--- src/rtl/bf3_pkg.sv ---
`timescale 1ns / 1ps
// shared types, constants and weight table function for the 3x3 bilateral filter
// no dependencies
package bf3_pkg;

    localparam int MAX_LINE_PIXELS_DEF  = 1024;
    localparam int WEIGHT_FRAC_BITS_DEF = 16;
    localparam int WEIGHT_ENTRIES       = 66;
    localparam int PIX_W                = 24;
    localparam int CFG_W                = 16;

    localparam logic [63:0] EXP_M1_Q32 = 64'd1580030169;

    localparam logic CFG_WIDTH  = 1'b0;
    localparam logic CFG_HEIGHT = 1'b1;

    typedef enum logic [2:0] {
        ST_IDLE,
        ST_READ,
        ST_FIDX,
        ST_FACC,
        ST_DIV,
        ST_EMIT
    } t_state;

    typedef enum logic [1:0] {
        KIND_NONE,
        KIND_PASS,
        KIND_FILT
    } t_kind;

    typedef struct packed {
        logic       ready;
        logic       update;
        logic       idx;
        logic       acc;
        logic       div;
        logic       emit;
        logic [3:0] tap;
        logic [1:0] ch;
        logic [2:0] bit_sel;
    } t_cmd;

    typedef struct packed {
        logic  accept;
        t_kind kind;
        logic  out_free;
    } t_stat;

    // squared spatial distance of a window tap
    function automatic logic [1:0] tap_dist(input logic [3:0] k);
        logic [1:0] d;
        case (k)
            4'd4:                      d = 2'd0;
            4'd1, 4'd3, 4'd5, 4'd7:    d = 2'd1;
            default:                   d = 2'd2;
        endcase
        return d;
    endfunction

    // exp(-k) with fb fraction bits, evaluated at elaboration
    function automatic logic [63:0] weight_of(input int k, input int fb);
        logic [63:0] v;
        v = 64'd1 << 32;
        for (int i = 1; i <= k; i++) begin
            v = (v * EXP_M1_Q32 + (64'd1 << 31)) >> 32;
        end
        return (v + (64'd1 << (31 - fb))) >> (32 - fb);
    endfunction

endpackage

--- src/rtl/bf3_ctrl.sv ---
`timescale 1ns / 1ps
// sequencer for the 3x3 bilateral filter: item intake, tap loop, divider, output
// depends on bf3_pkg
module bf3_ctrl (
    input  logic          i_clk,
    input  logic          i_rst_n,
    input  bf3_pkg::t_stat i_stat,
    output bf3_pkg::t_cmd  o_cmd
);
    import bf3_pkg::*;

    t_state     r_state, n_state;
    logic [3:0] r_tap, n_tap;
    logic [1:0] r_ch, n_ch;
    logic [2:0] r_bit, n_bit;

    always_ff @(posedge i_clk) begin
        if (!i_rst_n) begin
            r_state <= ST_IDLE;
            r_tap   <= '0;
            r_ch    <= '0;
            r_bit   <= '0;
        end else begin
            r_state <= n_state;
            r_tap   <= n_tap;
            r_ch    <= n_ch;
            r_bit   <= n_bit;
        end
    end

    always_comb begin
        n_state = r_state;
        n_tap   = r_tap;
        n_ch    = r_ch;
        n_bit   = r_bit;
        o_cmd         = '0;
        o_cmd.tap     = r_tap;
        o_cmd.ch      = r_ch;
        o_cmd.bit_sel = r_bit;
        unique case (r_state)
            ST_IDLE: begin
                o_cmd.ready = 1'b1;
                if (i_stat.accept) n_state = ST_READ;
            end
            ST_READ: begin
                o_cmd.update = 1'b1;
                unique case (i_stat.kind)
                    KIND_PASS: n_state = ST_EMIT;
                    KIND_FILT: begin
                        n_tap   = '0;
                        n_ch    = '0;
                        n_state = ST_FIDX;
                    end
                    default: n_state = ST_IDLE;
                endcase
            end
            ST_FIDX: begin
                o_cmd.idx = 1'b1;
                n_state   = ST_FACC;
            end
            ST_FACC: begin
                o_cmd.acc = 1'b1;
                if (r_tap == 4'd8) begin
                    n_bit   = 3'd7;
                    n_state = ST_DIV;
                end else begin
                    n_tap   = r_tap + 4'd1;
                    n_state = ST_FIDX;
                end
            end
            ST_DIV: begin
                o_cmd.div = 1'b1;
                if (r_bit == 3'd0) begin
                    if (r_ch == 2'd2) begin
                        n_state = ST_EMIT;
                    end else begin
                        n_ch    = r_ch + 2'd1;
                        n_tap   = '0;
                        n_state = ST_FIDX;
                    end
                end else begin
                    n_bit = r_bit - 3'd1;
                end
            end
            ST_EMIT: begin
                if (i_stat.out_free) begin
                    o_cmd.emit = 1'b1;
                    n_state    = ST_IDLE;
                end
            end
            default: n_state = ST_IDLE;
        endcase
    end
endmodule

--- config.mk ---
export PLATFORM = sky130hd
export DESIGN_NAME = bf3_ctrl
export DESIGN_NICKNAME = d
export VERILOG_FILES = /design/src/rtl/bf3_pkg.sv /design/src/rtl/bf3_ctrl.sv
export SDC_FILE = /design/constraint.sdc
export NUM_CORES = 1
export LEC_CHECK = 0
export ABC_AREA = 1
export BUFFER_PORTS_ARGS = -buffer_cell sky130_fd_sc_hd__buf_4
export CORE_MARGIN = 2
export CORE_UTILIZATION = 30
export DETAILED_ROUTE_END_ITERATION = 7
export GPL_TIMING_DRIVEN = 0
export PLACE_DENSITY = 0.52
export SYNTH_ARGS = -nofsm -noshare
export SYNTH_HDL_FRONTEND = slang
export SYNTH_SLANG_ARGS = --single-unit
--- constraint.sdc ---
create_clock -name i_clk -period 3.9 [get_ports i_clk]
set_clock_uncertainty 0.2 [all_clocks]
set_input_delay 0.78 -clock i_clk [delete_from_list [all_inputs] [get_ports i_clk]]
set_output_delay 0.78 -clock i_clk [all_outputs]
set_load 0.02 [all_outputs]
== Word level (Yosys, flattened, before mapping) ==
Index checks and enable logic that the tools add are counted.
Storage, ports and cells
  register bits after elaboration: 12
  input bits: 6
  output and inout port bits: 15
  word-level logic and storage cells: 59
Cells by class
  add/subtract/negate cells: 3
  equal/unequal tests: 17
  multiplexer cells: 26
  reduce and logical (&&, ||, !) cells: 9
Operators with widths (number)
  $mux 3: 7
  $pmux 3 s6: 1
  $mux 4: 4
  $ne 2x2->1 const B: 7
  $pmux 3 s2: 2
  $pmux 4 s3: 1
  $mux 1: 7
  $eq 3x2->1 const B: 2
  $eq 3x3->1 const B: 2
  $logic_not 3->1: 2
  $mux 2: 3
  $reduce_and 3->1: 2
  $reduce_and 5->1: 1
  $add 4x1->4 const B: 1
  $eq 2x2->1 const B: 2
  $eq 4x4->1 const B: 1
  $pmux 2 s2: 1
  $reduce_and 4->1: 1
  $reduce_bool 2->1: 2
  $eq 3x1->1 const B: 1
  $reduce_bool 3->1: 1
  $sub 3x1->3 const B: 1
  $add 2x1->2 const B: 1
  $eq 2x1->1 const B: 1
  $ne 2x1->1 const B: 1

== Logic depth before layout (Yosys ltp) ==
Gate-level depths: netlist of run 1.
  word-level depth: 4
  gate-level depth with buffers: 11

== Least setup slack after synthesis of run 1 ==
No wires, ideal clock.
  kind: input to output
  start point: input i_stat[0] (netlist bit)
  end point: output o_cmd[9] (netlist bit)
  arrival time: 1.437 ns
  required time: 2.920 ns
  setup slack: 1.483 ns
  stages on the path: 2
  path buffers: 0
  cells stage by stage: inv_1 > nor4_1
RTL lines
  start: declaration: line bf3_ctrl.sv:7  | input bf3_pkg::t_stat i_stat,
  end: declaration: line bf3_ctrl.sv:8  | output bf3_pkg::t_cmd o_cmd

==> metrics.md, run 1 <==
| Metric | Value |
|---|---|
| GR met1 Demand/Resource | `0.137` |
| Final Instance Area | `998 um^2` |
| Synth Register Bits | `12` |
| Grt ovf | `0` |
| Fin Setup TNS | `0 ps` |
| Clock slew at the register clock pins of the worst setup and hold paths | `about 70 ps` |
| Total number of vias | `between 800 and 900` |
| GR Util met2 | `0.201` |
| Max VDD drop | `roughly 0.16 mV` |
| Remaining DRCs | `0` |
| Cell Area, Synth | `~800 um^2` |
| Setup Buffers After CTS | `0` |
| Post-synth EDFFs | `0` |
| CTS buffer count | `3` |
| Setup violators final | `0` |
| # clock sinks | `12` |
| Root Buffer | `clkbuf_4` |
| Initial detailed-routing violation count | `16` |
| Most common cell after layout, fill and taps aside | `nand2_1` |
| DP HPWL | `around 1.4 mm` |
| Largest net degree at the start of global routing | `10` |
| Die Height | `approximately 56 um` |
| Top FF cell, synth | `dfxtp_1` |
| Netlist cell types | `20` |
| Post-synthesis sequential area ratio | `0.302` |
| CP max-delay cell | `dfxtp_1` |
| Final WS setup | `~1600 ps` |
| Synth async-reset ratio | `0` |
| Core Rows | `18` |
| Post-route ant nets | `0` |
| GRT Util Overall | `0.120` |
| Leakage | `roughly 0.00053 uW` |
| Final critical-path share of the clock period | `0.589` |
| Via/cell ratio | `4.59` |
| Layout cell share with drive strength beyond 1 | `0.195` |
| Core Box Area | `about 2500 um^2` |
| Worst-margin pin slew | `between 200 and 300 ps` |
| FMAX | `436 MHz` |
| CP Cell Sequence | `buf_4 > inv_1 > nor4_1 > buf_4` |
| Place WS | `1650 ps` |
| Global-route wire length before repair | `2.95 mm` |
| Tightest Hold Check Type | `flip-flop to flip-flop` |
| Final Net Count | `162` |
| Syn Nets | `around 140` |
| Routability cong. | `slightly above 0.8` |
| Drt wl/cell | `9.82 um` |
| Fillers | `between 200 and 300` |
| Non-filler instance count after layout | `179` |
| Area Growth Syn to Fin | `25.5%` |
| Initial antenna violation count | `0` |
| Setup CP Type | `flip-flop to primary output` |
| RSZ-0062 raised after global routing | `no` |
| Worst rel slew slack | `0.819` |
| Drt pass-1 iters | `4` |
| TritonCTS clock tree | `yes` |
| Post-CTS Resized | `0` |
| Cell count after synthesis | `roughly 130` |
| CP top delay family | `buffers and inverters` |
| Critical path buffers and inverters | `3` |
| Cell mode on critical path | `buf_4` |
| IO buf count | `19` |
| Initial Util | `0.318` |
| Run status | `complete, no violations` |
| I/O Pins | `21` |
| DRT Wirelength | `approximately 1.8 mm` |
| Crit path DAT | `approximately 1300 ps` |
| Syn Area/Cell | `roughly 6.3 um^2` |
| Critical path required time | `slightly below 3000 ps` |
| Max FO, Critical Path | `9` |
| Crit start category | `flip-flop` |
| Vias in the first global route | `between 700 and 800` |
| Die width | `55.5 um` |
| Worst Setup End Kind | `primary output` |
| Most frequent cells in the layout | `32 x nand2_1, 24 x inv_1, 22 x nor2_1` |
| Met3 usage in global routing | `0.0422` |
| Max-Cap Viols | `0` |
| Hold Buf Count CTS | `0` |
| GR peak layer | `met2` |
| CTS max path bufs | `2` |
| Htree depth | `1` |
| Placed instance count | `roughly 180` |
| Final min period | `2300 ps` |
| Dpl cell area | `976 um^2` |
| Final hold violations | `0` |
| PD cells | `approximately 300 nW/um^2` |
| Max stage delay on crit path | `between 300 and 400 ps` |
| Yosys warns | `0` |
| Clock Latency Late Sink | `around 270 ps` |
| Die area | `3080 um^2` |
| Pins over their slew limit | `0` |
| ANT cells | `0` |
[cell type report]
cell class / count / area [um^2] / area share
Buffer: 2 / 18.8 / 0.0188
Inverter: 24 / 90.1 / 0.0902
Tap cell: 30 / 37.5 / 0.0376
Clock buffer: 3 / 22.5 / 0.0226
Timing Repair Buffer: 19 / 143 / 0.143
Sequential cell: 12 / 240 / 0.241
Multi-Input combinational cell: 89 / 447 / 0.447
[flip-flops by register name (all words and copies together) (netlist names)]
name / count
r_ch: 2
r_tap: 4
r_state: 3
r_bit: 3
[metal layers]
layer  up-vias  wire length [um]
met1       368               811
met2        11               847
met4         0                33
li1        438                 -
met5         -                 0
met3         5                65
[through the flow]
step	hold WS (ps)	util	power [uW]
after floorplan	336	-	201
after global placement	271	0.390	229
after detailed placement	275	0.390	230
after CTS	295	0.399	307
after global routing	330	0.399	323
final	289	0.399	302
[path summary, 6_finish.rpt]
path | startpoint | to | slack [ps] | cells past startpoint
max | r_state[2] | o_cmd[9] | 1600 | 4
min | r_bit[0] | r_bit[0] | 290 | 1
max reg2reg | r_bit[0] | r_tap[1] | 2080 | 10
min reg2reg | r_bit[0] | r_bit[0] | 290 | 1
[power breakdown]
part,internal [uW],switching [uW]
combinational,35.2,52.0
sequential,131,8.63
clock,35.8,40.2
[cells in the mapped netlist, types with 2 or more instances]
master,n,area share
a21oi_1,6,0.038
dfxtp_1,12,0.30
ha_1,5,0.079
inv_1,24,0.11
nand2_1,32,0.15
nand3_1,7,0.044
nor2_1,22,0.10
nor3_1,2,0.013
o21ai_0,6,0.038
[worst reg2reg max path, delay by kind of cell, from the launching register on]
| family | cells | cell delay (ps) |
|---|---|---|
| flops | 1 | 380 |
| fa+ha+maj | 2 | 360 |
| buf+inv | 1 | 60 |
| simple gates | 7 | 730 |
[cell families (layout without fill, tap and decap cells)]
kind of cell               after synthesis  count (layout)  share of synthesized area
and+or+nand+nor                         69              69                      0.366
DFF                                     12              12                      0.302
buffers and inverters                   26              48                      0.137
AOI/OAI and AO/OA                       15              15                      0.116
adders and majority gates                5               5                     0.0786
(Power assumes the default switching activity.)
==> run 2, diff against run 1 <==
--- a/config.mk
+++ b/config.mk
@@ -5,13 +5,13 @@
 export SDC_FILE = /design/constraint.sdc
 export NUM_CORES = 1
 export LEC_CHECK = 0
-export ABC_AREA = 1
+export ABC_AREA = 0
 export BUFFER_PORTS_ARGS = -buffer_cell sky130_fd_sc_hd__buf_4
 export CORE_MARGIN = 2
 export CORE_UTILIZATION = 30
 export DETAILED_ROUTE_END_ITERATION = 7
 export GPL_TIMING_DRIVEN = 0
-export PLACE_DENSITY = 0.52
+export PLACE_DENSITY = 0.54
 export SYNTH_ARGS = -nofsm -noshare
 export SYNTH_HDL_FRONTEND = slang
 export SYNTH_SLANG_ARGS = --single-unit
==> constraint.sdc (replaced) <==
create_clock -name i_clk -period 2.1 [get_ports i_clk]
set_clock_uncertainty 0.2 [all_clocks]
set_input_delay 0.42 -clock i_clk [delete_from_list [all_inputs] [get_ports i_clk]]
set_output_delay 0.42 -clock i_clk [all_outputs]
set_load 0.02 [all_outputs]
==> run 2 against run 1 <==
Hold slack worse by 74 ps. Highest routed layer unchanged. Die area is 1.9% higher. Sequential power is 70% higher. Sequential cell count stayed put. Synthesized cell count is 24% lower. Cell count is 17% lower. Wire length is 2.4% higher.
==> metrics.md, run 2 <==
| Metric | Value |
|---|---|
| Run status | `complete, no violations` |
| Worst Setup End Kind | `primary output` |
| Fin Setup TNS | `0 ps (unchanged)` |
| Synth Area in Compound Gates | `0.157 (+0.0408)` |
| Routability cong. | `0.786 (-3.8%)` |
| Top flop regs | `r_tap (4), r_bit (3), r_state (3)` |
| Drt wl/cell | `12.1 um (+23%)` |
| Flop-to-flop setup slack | `330 ps (-1750 ps)` |
| Grt ovf | `0 (unchanged)` |
| Post-route ant nets | `0 (unchanged)` |
| Initial detailed-routing violation count | `13 (-3)` |
| Area Growth Syn to Fin | `25.9%` |
| Adder-cell share of the synthesized area | `0.0770 (-0.00157)` |
| Max VDD drop | `0.255 mV (+57%)` |
| Remaining DRCs | `0 (unchanged)` |
| Die Height | `56.0 um (+0.95%)` |
| Final Net Count | `132 (-19%)` |
| Syn Area/Cell | `8.46 um^2 (+35%)` |
| Reg2reg path depth | `7 (-3)` |
| Largest net degree at the start of global routing | `11 (+1)` |
| Synth cell count leaders | `12 x dfxtp_1, 10 x nand2_1, 8 x inv_1` |
| Cell count after synthesis | `96 (-24%)` |
| Synth Area in Simple Gates | `0.348 (-0.0181)` |
| Flip-flop count of the largest register after layout | `4 (unchanged)` |
| Root Buffer | `clkbuf_4` |
| Most frequent cells in the layout | `20 x buf_4, 12 x dfxtp_1, 10 x nand2_1` |
| ANT cells | `0 (unchanged)` |
| Setup Buffers After CTS | `0 (unchanged)` |
| Yosys warns | `0 (unchanged)` |
| Synth Register Bits | `12 (unchanged)` |
| Post-synthesis sequential area ratio | `0.296 (-0.00605)` |
| Vias in the first global route | `687 (-5.6%)` |
| Drt pass-1 iters | `4 (unchanged)` |
| Clock Latency Late Sink | `270 ps (about the same)` |
| Post-synth top area share | `0.296 (-0.00605)` |
| I/O Pins | `21 (unchanged)` |
| Synth async-reset ratio | `0 (unchanged)` |
| Max FO, Critical Path | `10 (+1)` |
| # clock sinks | `12 (unchanged)` |
| Total number of vias | `747 (-9.1%)` |
| Initial Util | `0.322 (+0.00361)` |
| CTS max path bufs | `2 (unchanged)` |
| Max-Cap Viols | `0 (unchanged)` |
| Post-CTS Resized | `0 (unchanged)` |
| Layout cell share with drive strength beyond 1 | `0.294 (+0.0995)` |
| Mux contribution to synthesized area | `0.0370 (+0.0370)` |
| Power Total | `488 uW (+61%)` |
| Crit path from | `r_state[2]` |
| Crit path DAT | `1280 ps (-40 ps)` |
| Largest Register | `r_tap` |
| Initial antenna violation count | `0 (unchanged)` |
| DRT Wirelength | `1.80 mm (+2.4%)` |
| PD cells | `477 nW/um^2 (+58%)` |
| Pins over their slew limit | `0 (unchanged)` |
| R2r endpoint | `r_ch[1]` |
| Layout Utilization | `0.405 (+0.00586)` |
| Core Box Area | `2520 um^2 (+0.90%)` |
| Critical path required time | `1480 ps (-1440 ps)` |
| DP HPWL | `1.41 mm (-1.1%)` |
| Most common cell in the netlist | `dfxtp_1` |
| Top FF cell, synth | `dfxtp_1` |
| Area leader, netlist | `dfxtp_1` |
| Critical Path End | `o_cmd[10]` |
| Via/cell ratio | `5.01 (+9.2%)` |
| Worst-margin pin slew | `452 ps (+182 ps)` |
| Leakage | `0.000446 uW (-16%)` |
| CTS buffer count | `3 (unchanged)` |
| Synth area leaders | `dfxtp_1 30%, ha_1 7.7%, nand2_1 4.6%, mux2i_1 3.7%, inv_1 3.7%` |
| Htree depth | `1 (unchanged)` |
| GRT Util Overall | `0.117 (-0.00262)` |
| Die area | `3140 um^2 (+1.9%)` |
| Setup violators final | `0 (unchanged)` |
| IO buf count | `20 (+1)` |
| Combinational family with the most area after synthesis | `simple AND/OR/NAND/NOR gates` |
| FMAX | `about 530 MHz` |
| RSZ-0062 raised after global routing | `no` |
| Core Rows | `18 (unchanged)` |
| Syn Nets | `107 (-22%)` |
| Global-route wire length before repair | `3.02 mm (+2.3%)` |
| Post-Synth XOR/XNOR Area | `0 (unchanged)` |
| Most common cell after layout, fill and taps aside | `buf_4` |
| Cell Area, Synth | `812 um^2 (+2.0%)` |
| Critical R2R Launch | `r_bit[0]` |
| Clock slew at the register clock pins of the worst setup and hold paths | `80 ps (about the same)` |
| Final hold violations | `0 (unchanged)` |
| Worst rel slew slack | `0.698 (-0.120)` |
| Crit start category | `flip-flop` |
| Final critical-path share of the clock period | `0.904` |
| Die width | `56.0 um (+0.95%)` |
| Tightest Hold Check Type | `input port to flip-flop` |
| Hold Buf Count CTS | `0 (unchanged)` |
| Final min period | `1900 ps` |
| Setup CP Type | `flip-flop to primary output` |
| Post-synth EDFFs | `0 (unchanged)` |
| TritonCTS clock tree | `yes` |
| Netlist cell types | `38 (+90%)` |
## run 2: cell count changes after synthesis, sizes merged, moves of 3 or more
cell,previous run,this run
nand2,32,11
nor2,24,6
inv,24,9
a21oi,7,3
nand2b,0,4
nor3,2,6
a211oi,0,3
mux2i,0,3
nand3,7,4
o21ai,6,3
## run 2: cell type report
class                   count  area (um^2)
inverters                  10         37.5
flip-flops and latches     12          240
plain buffers               4         31.3
multi-input cells          70          503
repair buffers             20          150
fillers                   282         1500
clock buffers               3         22.5
well taps                  30         37.5
## run 2: per-stage QoR
stage | hold WS (ps) | area, um^2 | cells | worst slack (ps)
detailed placement | 275 | 1000 | 146 | 318
CTS | 216 | 1020 | 149 | 184
finish | 215 | 1020 | 149 | 201
global route | 236 | 1020 | 149 | 127
floorplan | 345 | 812 | 96 | 300
global placement | 266 | 1000 | 146 | 313
## run 2: worst min path at each step
stage	slack, ps	endpoint	depth (start not counted)	from
floorplan	350	r_ch[0]	2	r_ch[0]
global placement	270	r_ch[1]	2	r_ch[1]
detailed placement	280	r_ch[0]	2	r_ch[0]
CTS	220	r_state[0]	3	i_stat[0]
global route	240	r_state[0]	3	i_stat[0]
finish	210	r_state[0]	3	i_stat[0]
## run 2: cell families (layout without fill, tap and decap cells)
| group | after synthesis | after routing |
|---|---|---|
| AND/OR/NAND/NOR | 44 | 44 |
| AO/OA/AOI/OAI | 18 | 18 |
| buffers and inverters | 14 | 37 |
| flip-flops | 12 | 12 |
| adder cells (fa/ha/maj) | 5 | 5 |
| multiplexers | 3 | 3 |
## run 2: critical path: stages, from the launching register on
cell and delay (ps):
dfxtp_1 350, buf_6 150, and2b_1 180, nand2_1 90
inv_1 100, buf_4 150
## run 2: power breakdown
part,switching [uW],internal (uW),total [uW]
combinational,60.6,49.0,110
sequential,4.54,232,236
clock,75.9,66.3,142
total,141,347,488
## run 2: routing by layer
metal	vias up	wire, um	track usage
li1	387	-	-
met1	340	872	0.154
met2	16	832	0.185
met3	4	79	0.0372
met4	0	14	0.0306
met5	-	0	0
